--- src/rtl/mrpt_pkg.sv ---
// Package with shared constants for the primality tester.
`default_nettype none
package mrpt_pkg;
    localparam int NUMBER_WIDTH_DEFAULT = 31;
    localparam logic [5:0] BASE_COUNT_RESET = 6'd20;
    localparam int FIRST_BASE = 2;
    localparam int ADDR_BASE_COUNT = 0;
endpackage
`default_nettype wire

--- src/rtl/mrpt_cell.sv ---
// One cell of the bit-serial modular multiplier chain: a doubling and add step.
`default_nettype none
module mrpt_cell #(
    parameter int W = mrpt_pkg::NUMBER_WIDTH_DEFAULT
) (
    input  wire logic         clk,
    input  wire logic         en,
    input  wire logic [W-1:0] n,
    input  wire logic [W-1:0] acc_in,
    input  wire logic [W-1:0] x_in,
    input  wire logic         bit_in,
    output logic [W-1:0]      acc_out,
    output logic [W-1:0]      x_out
);
    import mrpt_pkg::*;
    logic [W:0] sum;
    logic [W:0] dbl;
    logic [W-1:0] acc_next;
    logic [W-1:0] x_next;
    logic [W-1:0] acc_reg;
    logic [W-1:0] x_reg;

    always_comb
    begin
        sum = {1'b0, acc_in} + {1'b0, x_in};
        if (!bit_in)
        begin
            acc_next = acc_in;
        end
        else if (sum >= {1'b0, n})
        begin
            acc_next = W'(sum - {1'b0, n});
        end
        else
        begin
            acc_next = sum[W-1:0];
        end
        dbl = {x_in, 1'b0};
        if (dbl >= {1'b0, n})
        begin
            x_next = W'(dbl - {1'b0, n});
        end
        else
        begin
            x_next = dbl[W-1:0];
        end
    end

    always_ff @(posedge clk)
    begin
        if (en)
        begin
            acc_reg <= acc_next;
            x_reg   <= x_next;
        end
    end

    assign acc_out = acc_reg;
    assign x_out   = x_reg;
endmodule
`default_nettype wire

--- config.mk ---
export PLATFORM = sky130hd
export DESIGN_NAME = mrpt_cell
export DESIGN_NICKNAME = d
export VERILOG_FILES = /design/src/rtl/mrpt_pkg.sv /design/src/rtl/mrpt_cell.sv
export SDC_FILE = /design/constraint.sdc
export NUM_CORES = 1
export LEC_CHECK = 0
export BUFFER_PORTS_ARGS = -buffer_cell sky130_fd_sc_hd__buf_2
export CORE_MARGIN = 2
export CORE_UTILIZATION = 30
export CTS_CLUSTER_DIAMETER = 200
export DETAILED_ROUTE_END_ITERATION = 8
export PLACE_DENSITY_LB_ADDON = 0.08
export REMOVE_ABC_BUFFERS = 1
export SLEW_MARGIN = 20
export SYNTH_ARGS = -nofsm -noshare
export SYNTH_HDL_FRONTEND = slang
export SYNTH_SLANG_ARGS = --single-unit
--- constraint.sdc ---
create_clock -name clk -period 5.5 [get_ports clk]
set_clock_uncertainty 0.15 [all_clocks]
set_input_delay 0 -clock clk [delete_from_list [all_inputs] [get_ports clk]]
set_output_delay 0 -clock clk [all_outputs]
set_load 0.01 [all_outputs]
-- After elaboration in Yosys (flattened, before gate mapping)
Cells that the tools add are included.
- bits in registers: 62
- input bits: 96
- output and inout bits: 62
- word-level logic and storage cells: 11
- add/sub/neg operators: 3
- magnitude comparators: 2
- mux-type cells: 3
- operators by type and width (cell ; count):
    2-to-1 mux 31 bit ; 3
    greater-or-equal comparator 32 x 31 -> 1 bit ; 2
    subtractor 31 bit ; 2
    adder 31 x 31 -> 32 bit ; 1

-- Depth between registers and ports, before layout
Gate-level depths: netlist of the first run.
- word-level depth: 4
- depth in mapped cells: 22
- mapped depth without buffers: 20

-- Worst setup path after synthesis of the first run
No wires, ideal clock.
- kind: in2reg
- start point: input port acc_in[0]
- end point: register acc_reg[28], in the netlist acc_out[28], data pin
- library setup time: 0.270 ns
- arrival time: 3.868 ns
- required time: 5.080 ns
- path slack: 1.212 ns
- cell stages on the path: 22
- path buffers: 2
- cell sequence: ha_1 > fa_1 > a211oi_1 > o211ai_1 > nand4_1 > a21oi_1 > or2_2 > o211ai_1 > nand2_1 > xor2_1 > ha_1 > and4_1 > nand4_1 > nor3_1 > and3_1 > a2111oi_2 > o21ai_1 > a21o_1 > buf_6 > buf_4 > mux2i_1 > a21oi_1
- longest elaborated chain between the ends: 4
- elaborated cells between the ends (all ways): 5
- those cells by class: add/sub: 2; order compare: 1; mux: 2
- RTL lines (what ; RTL line ; text):
    start, declared ; mrpt_cell.sv:9 ; input wire logic [W-1:0] acc_in,
    adder 31 x 31 -> 32 bit (*) ; mrpt_cell.sv:25 ; sum = {1'b0, acc_in} + {1'b0, x_in};
    subtractor 31 bit / greater-or-equal comparator 32 x 31 -> 1 bit (equally long branches) ; mrpt_cell.sv:32, mrpt_cell.sv:30 ;
    2-to-1 mux 31 bit (*) ; mrpt_cell.sv:30 ; else if (sum >= {1'b0, n})
    2-to-1 mux 31 bit (*) ; mrpt_cell.sv:26 ; if (!bit_in)
    via acc_next[28] ; mrpt_cell.sv:18 ; logic [W-1:0] acc_next;
    end signal, assigned ; mrpt_cell.sv:53 ; acc_reg <= acc_next;
    end, declared ; mrpt_cell.sv:20 ; logic [W-1:0] acc_reg;
Mark *: on every way through the listed nets, which the timed path passes. The rest lies on a longest branch.
A chain may end at the register's enable or synchronous reset.

-- Worst setup path in the final report of the first run
- start point: input port acc_in[1]
- end point: register acc_reg[26], in the netlist acc_out[26], data pin
Same word-level chain as after synthesis.

==> results of run 1 <==
[timing repair]
item	4_1_cts	5_1_grt
hold buffers	61	0
gates resized for setup	0	7
hold endpoints to repair	60	0
endpoints found under the setup margin	0	28
buffers inserted	0	1
[worst paths after layout]
| path | end | slack [ns] | cells after the start |
|---|---|---|---|
| min | x_out[16]$_DFFE_PP_ | 0.02 | 3 |
| max | acc_out[26]$_DFFE_PP_ | 0.32 | 22 |
[cells by family (layout without fill, tap and decap cells)]
kind of cell	count (synthesis)	in the layout	synth area share (%)
simple gates	312	312	19.3
mux	8	8	1.06
compound gates	322	322	27.6
buf+inv	78	299	4.47
fa+ha+maj	96	96	15.7
xor+xnor	70	70	7.88
flops	62	62	23.9
[layer usage]
layer,share of wire [%],wire [um],vias to the layer above,GRT usage [%]
met5,0,0,-,0
met4,1.3,385,0,4.74
met3,4.2,1190,20,2.81
met2,45,12900,205,34.0
met1,49,14200,3781,30.0
li1,-,-,3969,-
[where the power goes]
group / internal, uW / switching (uW)
registers: 633 / 25.1
clock network: 393 / 241
logic: 599 / 853
[tightest hold or removal path, cell delays in order]
cell	delay [ns]
buf_2	0.14
nor2_1	0.11
a21oi_1	0.08
[sequential cells by signal (all words and copies together), names as in the netlist]
register	cells
acc_out	31
x_out	31
[cells in the final DEF, fill, tap and decap left out, types with 18 or more instances in the layout]
| master | instances |
|---|---|
| nand3_1 | 18 |
| xor2_1 | 39 |
| edfxtp_1 | 62 |
| nor2b_1 | 21 |
| inv_1 | 49 |
| a31oi_1 | 31 |
| dlygate4sd3_1 | 61 |
| a21oi_1 | 82 |
| ha_1 | 93 |
| buf_2 | 157 |
| nor2_1 | 77 |
| a21o_1 | 38 |
| nand2_1 | 106 |
| o21ai_0 | 48 |
| xnor2_1 | 31 |
[through the flow]
step | worst slack, ns | std cells | total power (uW) | area (um^2) | hold WS, ns
after CTS | 0.0445 | 1498 | 2750 | 9860 | 0.00845
after global placement | 0.395 | 1422 | 2090 | 8950 | 0.180
after detailed placement | 0.255 | 1422 | 2070 | 8950 | 0.181
after floorplan | 0.826 | 919 | 1610 | 7610 | -0.0375
after global routing | 0.0668 | 1499 | 2940 | 9890 | 0.0140
final | 0.320 | 1499 | 2740 | 9890 | 0.0150
[layout make-up]
type                       count  share of cell area (%)
clock buffer                  10                    2.32
clock inverter                 5                   0.759
inverter                      49                    1.86
multi-input combinational    808                    56.5
sequential                    62                    18.8
tap                          330                    4.18
timing repair buffer         235                    15.5
==> results_dict.tcl, run 1 <==
set metrics [dict create \
    outcome "finished clean" \
    ios 158 \
    core_um2 25300 \
    syn_to_final_growth_pct 27.2 \
    drtPass1Iterations 5 \
    p_per_area_nw_per_um2 277 \
    die_h_um 165 \
    cts_root_buf "clkbuf_16" \
    worstSetupStartpointType "primary input" \
    multi_input_area_um2 5590 \
    synth_cell_types 70 \
    syn_area_per_cell_um2 8.20 \
    vias_per_cell 5.32 \
    synth_largest_area_cell "edfxtp_1" \
    regArea_um2 1860 \
    fin_crit_ns 5.18 \
    yosysMostFrequentCell "nand2_1" \
    grt_usage_pct 21.1 \
    synth_ff_type "edfxtp_1" \
    rsz0062_at_grt "no" \
    path_buf_inv 3 \
    cp_cell_sequence "dlygate4sd3_1, buf_2, ha_1, a21o_1, nand4_1, a311o_1, nand3b_1, a311o_1, a21o_1, a21oi_1, xnor2_1, ha_1, nand4_1, nor2_1, a2111oi_0, o21ai_0, a21oi_2, o21ai_4, a21oi_2, buf_12, nor2_1, a221o_1" \
    setup_violations 0 \
    cts_made_buffers 9 \
    crit_type "in -> reg" \
    cp-startpoint "acc_in[1]" \
    h-tree-depth 3 \
    grt_pass1_wl_mm 43.6 \
    cp_top_family "compound AO/OA/AOI/OAI gates" \
    synth_area_um2 7780 \
    hp-start "x_in[15]" \
    maxCapViolations 0 \
    synth_top_area_share_pct 23.9 \
    slew_viol_final 0 \
    yosys-top-cells-count "nand2_1, ha_1, a21oi_1" \
    fp.dieW_um 165 \
    syn-instance-count 948 \
    utilization_pct 39.0 \
    nets 1357 \
    grt_max_degree 63 \
    cts_tree "yes" \
    n_antenna_cell 0 \
    power.leakage_uw 0.00445 \
    worstPathRequired_ns 5.44 \
    hp-class "in -> reg" \
    initial_core_util_pct 30.7 \
    fin_crit_sh_pct 94.2 \
    arrival_ns 5.12 \
    drive_gt1_share_pct 18.9 \
    finalHoldViolCount 0 \
    dieArea_um2 27200 \
    drtAntennaViolNets 0 \
    max_slew_margin_pct 27.0 \
    hpwl_mm 22.8 \
    worst_pin_slew_ns 1.09 \
    grt_antenna_before_repair 0 \
    tns_ns 0 \
    synth_edf_count 62 \
    drt_iter0_markers 539 \
    vias 7975 \
    worstPathMaxFanout 19 \
    drt-total-wl_mm 28.7 \
    routedWlPerCell_um 19.2 \
    clkTransAtPathRegs_ns 0.06 \
    clock.fmax_mhz 193 \
    numPortBuffers 157 \
    cpMaxStageDelayCell "dlygate4sd3_1" \
    vdd_drop_max_mv 0.129 \
    ys_seq_area_share_pct 23.9 \
    async_flop_share_pct 0 \
    synth_area_leaders "edfxtp_1, ha_1, a21oi_1, nand2_1, xor2_1" \
    drc_errors 0 \
    yosys_warnings 0 \
    core.rowCount 58 \
    clkSinkCount 62 \
    end_kind "flop" \
    grt-ovfl-total 0 \
    grt_pass1_vias 7815 \
    ys_ff_latch 62 \
    place_congestion 0.878 \
    nFillCells 2659 \
    clockBufferDepth 2 \
    critPathMaxStageDelay_ns 0.53 \
]
No activity file was read; power rests on OpenSTA's default activity.
==> inputs of run 2 (changes only) <==
--- a/config.mk
+++ b/config.mk
@@ -6,7 +6,8 @@
 export NUM_CORES = 1
 export LEC_CHECK = 0
 export BUFFER_PORTS_ARGS = -buffer_cell sky130_fd_sc_hd__buf_2
-export CORE_MARGIN = 2
+export CELL_PAD_IN_SITES_DETAIL_PLACEMENT = 0
+export CELL_PAD_IN_SITES_GLOBAL_PLACEMENT = 1
 export CORE_UTILIZATION = 30
 export CTS_CLUSTER_DIAMETER = 200
 export DETAILED_ROUTE_END_ITERATION = 8
==> constraint.sdc (replaced) <==
create_clock -name clk -period 5.15 [get_ports clk]
set_clock_uncertainty 0.15 [all_clocks]
set_input_delay 0 -clock clk [delete_from_list [all_inputs] [get_ports clk]]
set_output_delay 0 -clock clk [all_outputs]
set_load 0.01 [all_outputs]
==> run 2 against run 1 <==
Via count is 0.64% lower. Critical path depth stayed put. Critical path type unchanged. Routed wire length is 0.61% higher. Final cell count is 1.5% higher. Cell area is 3.1% higher. First-iteration DRC count is 19% lower.
==> results_dict.tcl, run 2 (synthesis results as in run 1) <==
set metrics [dict create \
    outcome "finished clean" \
    dp.cells 1435 \
    max_slew_margin_pct 39.1 \
    cpMostUsedCell "a21o_1" \
    cts_made_buffers 9 \
    routedWlPerCell_um 19.0 \
    clockBufferDepth 2 \
    cpMaxStageDelayCell "dlygate4sd3_1" \
    end_kind "flop" \
    finalWorstSetupSlack_ns 0.217 \
    setup_violations 0 \
    worstPathRequired_ns 5.21 \
    grt_util_met3_pct 2.75 \
    worstSetupStartpointType "primary input" \
    p_total_uw 3020 \
    syn_to_final_growth_pct 31.1 \
    hpwl_mm 22.7 \
    clock.fmax_mhz 203 \
    fp.dieW_um 163 \
    worstPathMaxFanout 9 \
    vias_per_cell 5.21 \
    clkSinkCount 62 \
    fin_crit_ns 4.93 \
    drt-total-wl_mm 28.9 \
    cts_tree "yes" \
    clkTransAtPathRegs_ns 0.07 \
    grt_usage_pct 22.0 \
    grt_pass1_wl_mm 43.9 \
    final_cell_mix "buf_2, nand2_1, ha_1" \
    vias 7924 \
    core.rowCount 58 \
    place_congestion 0.862 \
    grt-ovfl-total 0 \
    hp-start "acc_in[25]" \
    initial_core_util_pct 30.7 \
    critPathMaxStageDelay_ns 0.54 \
    power.leakage_uw 0.00459 \
    gr-usage-met1_pct 30.6 \
    drc_errors 0 \
    slew_viol_final 0 \
    post_dp_cell_area_um2 9040 \
    numPortBuffers 157 \
    fin_crit_sh_pct 95.8 \
    n_antenna_cell 0 \
    h-tree-depth 3 \
    worst_pin_slew_ns 0.914 \
    hp-class "in -> reg" \
    crit_type "in -> reg" \
    maxCapViolations 0 \
    die_h_um 163 \
    drtAntennaViolNets 0 \
    drtPass1Iterations 5 \
    cp_cell_sequence "dlygate4sd3_1, buf_2, ha_1, a21o_1, nand4_1, a311o_1, nand3b_1, a311o_2, a21o_1, a31oi_1, xnor2_1, ha_1, and4_4, nand4_1, nor3_2, and3_1, a2111oi_4, o21ai_2, a21o_1, buf_8, or3_1, a31oi_1" \
    fin_cells 1522 \
    grt_antenna_before_repair 1 \
    holdPathEnd "acc_out[25]$_DFFE_PP_" \
    pre_cts_ws_ns 0.110 \
    finalHoldViolCount 0 \
    cts_root_buf "clkbuf_16" \
    utilization_pct 40.3 \
    core_um2 25300 \
    arrival_ns 4.99 \
    p_per_area_nw_per_um2 296 \
    vdd_drop_max_mv 0.145 \
    hold_depth 4 \
    grt_max_degree 63 \
    dieArea_um2 26600 \
    design_area_um2 10200 \
    gr-usage-met2_pct 35.4 \
    drt_iter0_markers 435 \
    nets 1379 \
    drive_gt1_share_pct 21.6 \
    layout_commonest_cell "buf_2" \
    ios 158 \
    grt.busiest_layer "met2" \
    grt_pass1_vias 7727 \
]
-- run 2: how the worst max path moves through the flow --
stage | slack (ns) | cells after the start | end | start
2_1_floorplan | 0.48 | 20 | acc_out[0]$_DFFE_PP_ | acc_in[0]
3_3_place_gp | 0.20 | 20 | acc_out[30]$_DFFE_PP_ | acc_in[1]
3_5_place_dp | 0.11 | 22 | acc_out[21]$_DFFE_PP_ | acc_in[0]
4_1_cts | 0.006 | 22 | acc_out[21]$_DFFE_PP_ | acc_in[13]
5_1_grt | -0.03 | 23 | acc_out[21]$_DFFE_PP_ | acc_in[1]
6_report | 0.22 | 22 | acc_out[21]$_DFFE_PP_ | acc_in[1]
-- run 2: worst max-delay path, delay by kind of cell --
| kind | cells | cell delay, ns |
|---|---|---|
| adders and majority gates | 2 | 0.60 |
| xor gates and xnor gates | 1 | 0.21 |
| and+or+nand+nor | 7 | 1.20 |
| buffers and inverters | 3 | 0.86 |
| AOI/OAI and AO/OA | 9 | 2.12 |
-- run 2: cell type report --
cell class | count | area, um^2
fillers | 2669 | 15100
multi-input cells | 808 | 5720
flip-flops and latches | 62 | 1860
repair buffers | 257 | 1710
well taps | 330 | 413
clock buffers | 11 | 233
inverters | 49 | 184
clock inverters | 5 | 73.8
-- run 2: per-layer routing --
metal | wire (um) | vias up
li1 | - | 4005
met2 | 13100 | 196
met1 | 14100 | 3692
met3 | 1230 | 31
met4 | 498 | 0
met5 | 0 | -
-- run 2: per-stage QoR --
| step | TNS, ns | hold slack [ns] |
|---|---|---|
| final | 0 | 0.0233 |
| after global routing | -0.0254 | 0.0413 |
| after CTS | 0 | 0.0170 |
| after detailed placement | 0 | 0.173 |
| after global placement | 0 | 0.173 |
| after floorplan | 0 | -0.0375 |
-- run 2: report_power, final --
part           switching, uW  total, uW  leakage (uW)  internal (uW)
logic                    934       1630       0.00383            694
registers               24.1        700      0.000607            676
clock network            273        694      0.000151            422
total                   1230       3020       0.00459           1790
-- run 2: repair_timing --
item	4_1_cts	5_1_grt
gates resized for setup	0	34
endpoints found under the hold margin	60	0
hold buffers	62	0
buffers inserted	0	9
endpoints found under the setup margin	0	31
==> inputs of run 3 (changes only) <==
--- a/config.mk
+++ b/config.mk
@@ -5,7 +5,9 @@
 export SDC_FILE = /design/constraint.sdc
 export NUM_CORES = 1
 export LEC_CHECK = 0
+export ABC_AREA = 1
 export BUFFER_PORTS_ARGS = -buffer_cell sky130_fd_sc_hd__buf_2
+export CAP_MARGIN = 10
 export CELL_PAD_IN_SITES_DETAIL_PLACEMENT = 0
 export CELL_PAD_IN_SITES_GLOBAL_PLACEMENT = 1
 export CORE_UTILIZATION = 30
==> run 3 against run 2 <==
Routed wire length is 26% higher. Cell area is 7.4% higher. Power rose by 1.0%. Setup slack better by 0.37 ns. Combinational power is essentially flat. Flip-flop and latch count unchanged. Worst hold slack gained 0.035 ns. Critical path type unchanged.
==> results_dict.tcl, run 3 <==
set metrics [dict create \
    cts_tree "yes" \
    finalHoldViolCount 0 \
    tns_ns 0 \
    fp.dieW_um 174 \
    n_antenna_cell 0 \
    syn-instance-count 1405 \
    layout_commonest_cell "nand2_1" \
    grt_usage_pct 24.3 \
    syn_to_final_growth_pct 24.1 \
    worstPathMaxFanout 31 \
    grt-ovfl-total 0 \
    cts_resized 0 \
    fin_crit_ns 4.56 \
    outcome "finished clean" \
    async_flop_share_pct 0 \
    place_congestion 0.857 \
    h-tree-depth 3 \
    numPortBuffers 157 \
    hp-class "in -> reg" \
    drive_gt1_share_pct 12.4 \
    drtPass1Iterations 5 \
    hp-start "n[1]" \
    synth_area_leaders "edfxtp_1, nand2_1, ha_1, inv_1, nand3_1" \
    yosys_warnings 0 \
    power.leakage_uw 0.00556 \
    vdd_drop_max_mv 0.153 \
    grt_pass1_wl_mm 55.4 \
    rsz0062_at_grt "no" \
    hold_slack_ns 0.0586 \
    synth_area_um2 8830 \
    p_per_area_nw_per_um2 279 \
    worst_pin_slew_ns 0.924 \
    fin_crit_sh_pct 88.5 \
    drt_iter0_markers 705 \
    grt_pass1_vias 9772 \
    clock.fmax_mhz 219 \
    synth_top_area_share_pct 21.1 \
    arrival_ns 4.51 \
    clkSinkCount 62 \
    cts_made_buffers 9 \
    synth_edf_count 62 \
    grt_max_degree 63 \
    maxCapViolations 0 \
    cts_root_buf "clkbuf_16" \
    vias 9803 \
    clkTransAtPathRegs_ns 0.06 \
    core_um2 28900 \
    drt-total-wl_mm 36.4 \
    grt_antenna_before_repair 0 \
    yosysMostFrequentCell "nand2_1" \
    drc_errors 0 \
    yosys-top-cells-count "nand2_1, inv_1, nand3_1" \
    end_kind "flop" \
    die_h_um 174 \
    drtAntennaViolNets 0 \
    worstPathRequired_ns 5.10 \
    ys_ff_latch 62 \
    holdPathEnd "x_out[1]$_DFFE_PP_" \
    routedWlPerCell_um 18.1 \
    wl_met1_mm 18.4 \
    dieArea_um2 30100 \
    synth_cell_types 42 \
    met2WireLength_mm 15.6 \
    slew_viol_final 0 \
    hold_depth 3 \
    ys_seq_area_share_pct 21.1 \
    wl_met3_mm 1.76 \
    crit_type "in -> reg" \
    core.rowCount 62 \
    nets 1812 \
    initial_core_util_pct 30.6 \
    cts_hold_buf 62 \
    vias_per_cell 4.88 \
    setup_violations 0 \
    final_cell_mix "nand2_1, inv_1, buf_2" \
    hpwl_mm 30.5 \
    clockBufferDepth 2 \
    max_slew_margin_pct 38.4 \
    post-cts-setup-buffers 0 \
    dr.max_layer_used "met4" \
    synth_ff_type "edfxtp_1" \
    ios 158 \
    syn_area_per_cell_um2 6.28 \
    synth_largest_area_cell "edfxtp_1" \
    worstSetupStartpointType "primary input" \
]
-- run 3: stage by stage --
stage / worst slack, ns / instance area, um^2 / cells / utilization (%) / power [uW]
after floorplan: 1.51 / 8700 / 1384 / - / 1780
after global placement: 0.841 / 10000 / 1931 / 34.7 / 2330
after detailed placement: 0.800 / 10000 / 1931 / 34.7 / 2320
after CTS: 0.631 / 11000 / 2009 / 38.0 / 3070
after global routing: 0.333 / 11000 / 2009 / 38.0 / 3300
final: 0.590 / 11000 / 2009 / 38.0 / 3050
-- run 3: kinds of logic (layout without fill, tap and decap cells) --
| kind of cell | count (synthesis) | in the layout | share of synthesized area [%] |
|---|---|---|---|
| compound gates | 209 | 209 | 13.1 |
| xor+xnor | 53 | 53 | 5.26 |
| fa+ha+maj | 96 | 96 | 13.9 |
| buf+inv | 212 | 432 | 9.57 |
| flops | 62 | 62 | 21.1 |
| simple gates | 773 | 773 | 37.1 |
-- run 3: worst max-delay path, cell delays in order --
cell           delay [ns]
dlygate4sd3_1        0.53
buf_2                0.15
ha_1                 0.21
fa_1                 0.40
nand2_1              0.08
nand2_1              0.05
o21ai_0              0.16
o21ai_0              0.25
nand2_1              0.11
nand2_1              0.14
nand2_1              0.12
nand3b_1             0.08
nand2_1              0.09
inv_1                0.05
ha_1                 0.37
nand2_1              0.13
nor2_1               0.17
inv_1                0.07
nor2_1               0.20
nand4_1              0.21
nand4_1              0.18
nand2_2              0.09
nand2_4              0.32
nand2_1              0.16
nand3_1              0.13
nand2_1              0.06
-- run 3: layer usage --
layer,GRT usage (%),vias up
met5,0,-
met4,6.16,0
met3,3.03,26
met2,37.8,257
met1,35.3,4469
li1,-,5051
-- run 3: worst max-delay path by stage --
| stage | startpoint | to |
|---|---|---|
| 4_1_cts | x_in[0] | acc_out[17]$_DFFE_PP_ |
| 6_report | x_in[0] | acc_out[8]$_DFFE_PP_ |
| 3_5_place_dp | x_in[0] | acc_out[17]$_DFFE_PP_ |
| 5_1_grt | x_in[0] | acc_out[8]$_DFFE_PP_ |
| 2_1_floorplan | acc_in[0] | acc_out[17]$_DFFE_PP_ |
| 3_3_place_gp | x_in[0] | acc_out[8]$_DFFE_PP_ |
-- run 3: final cells by class --
cell class / instances / area, um^2
Fill cell: 3285 / 17900
Multi-Input combinational cell: 1131 / 6120
Sequential cell: 62 / 1860
Timing Repair Buffer: 225 / 1450
Inverter: 191 / 717
Tap cell: 384 / 480
Clock buffer: 9 / 225
Clock inverter: 7 / 97.6
-- run 3: report_power, final --
group          internal, uW  leakage [uW]  switching, uW
Sequential              669      0.000605           27.2
Clock                   426      0.000152            273
Combinational           588       0.00480           1070
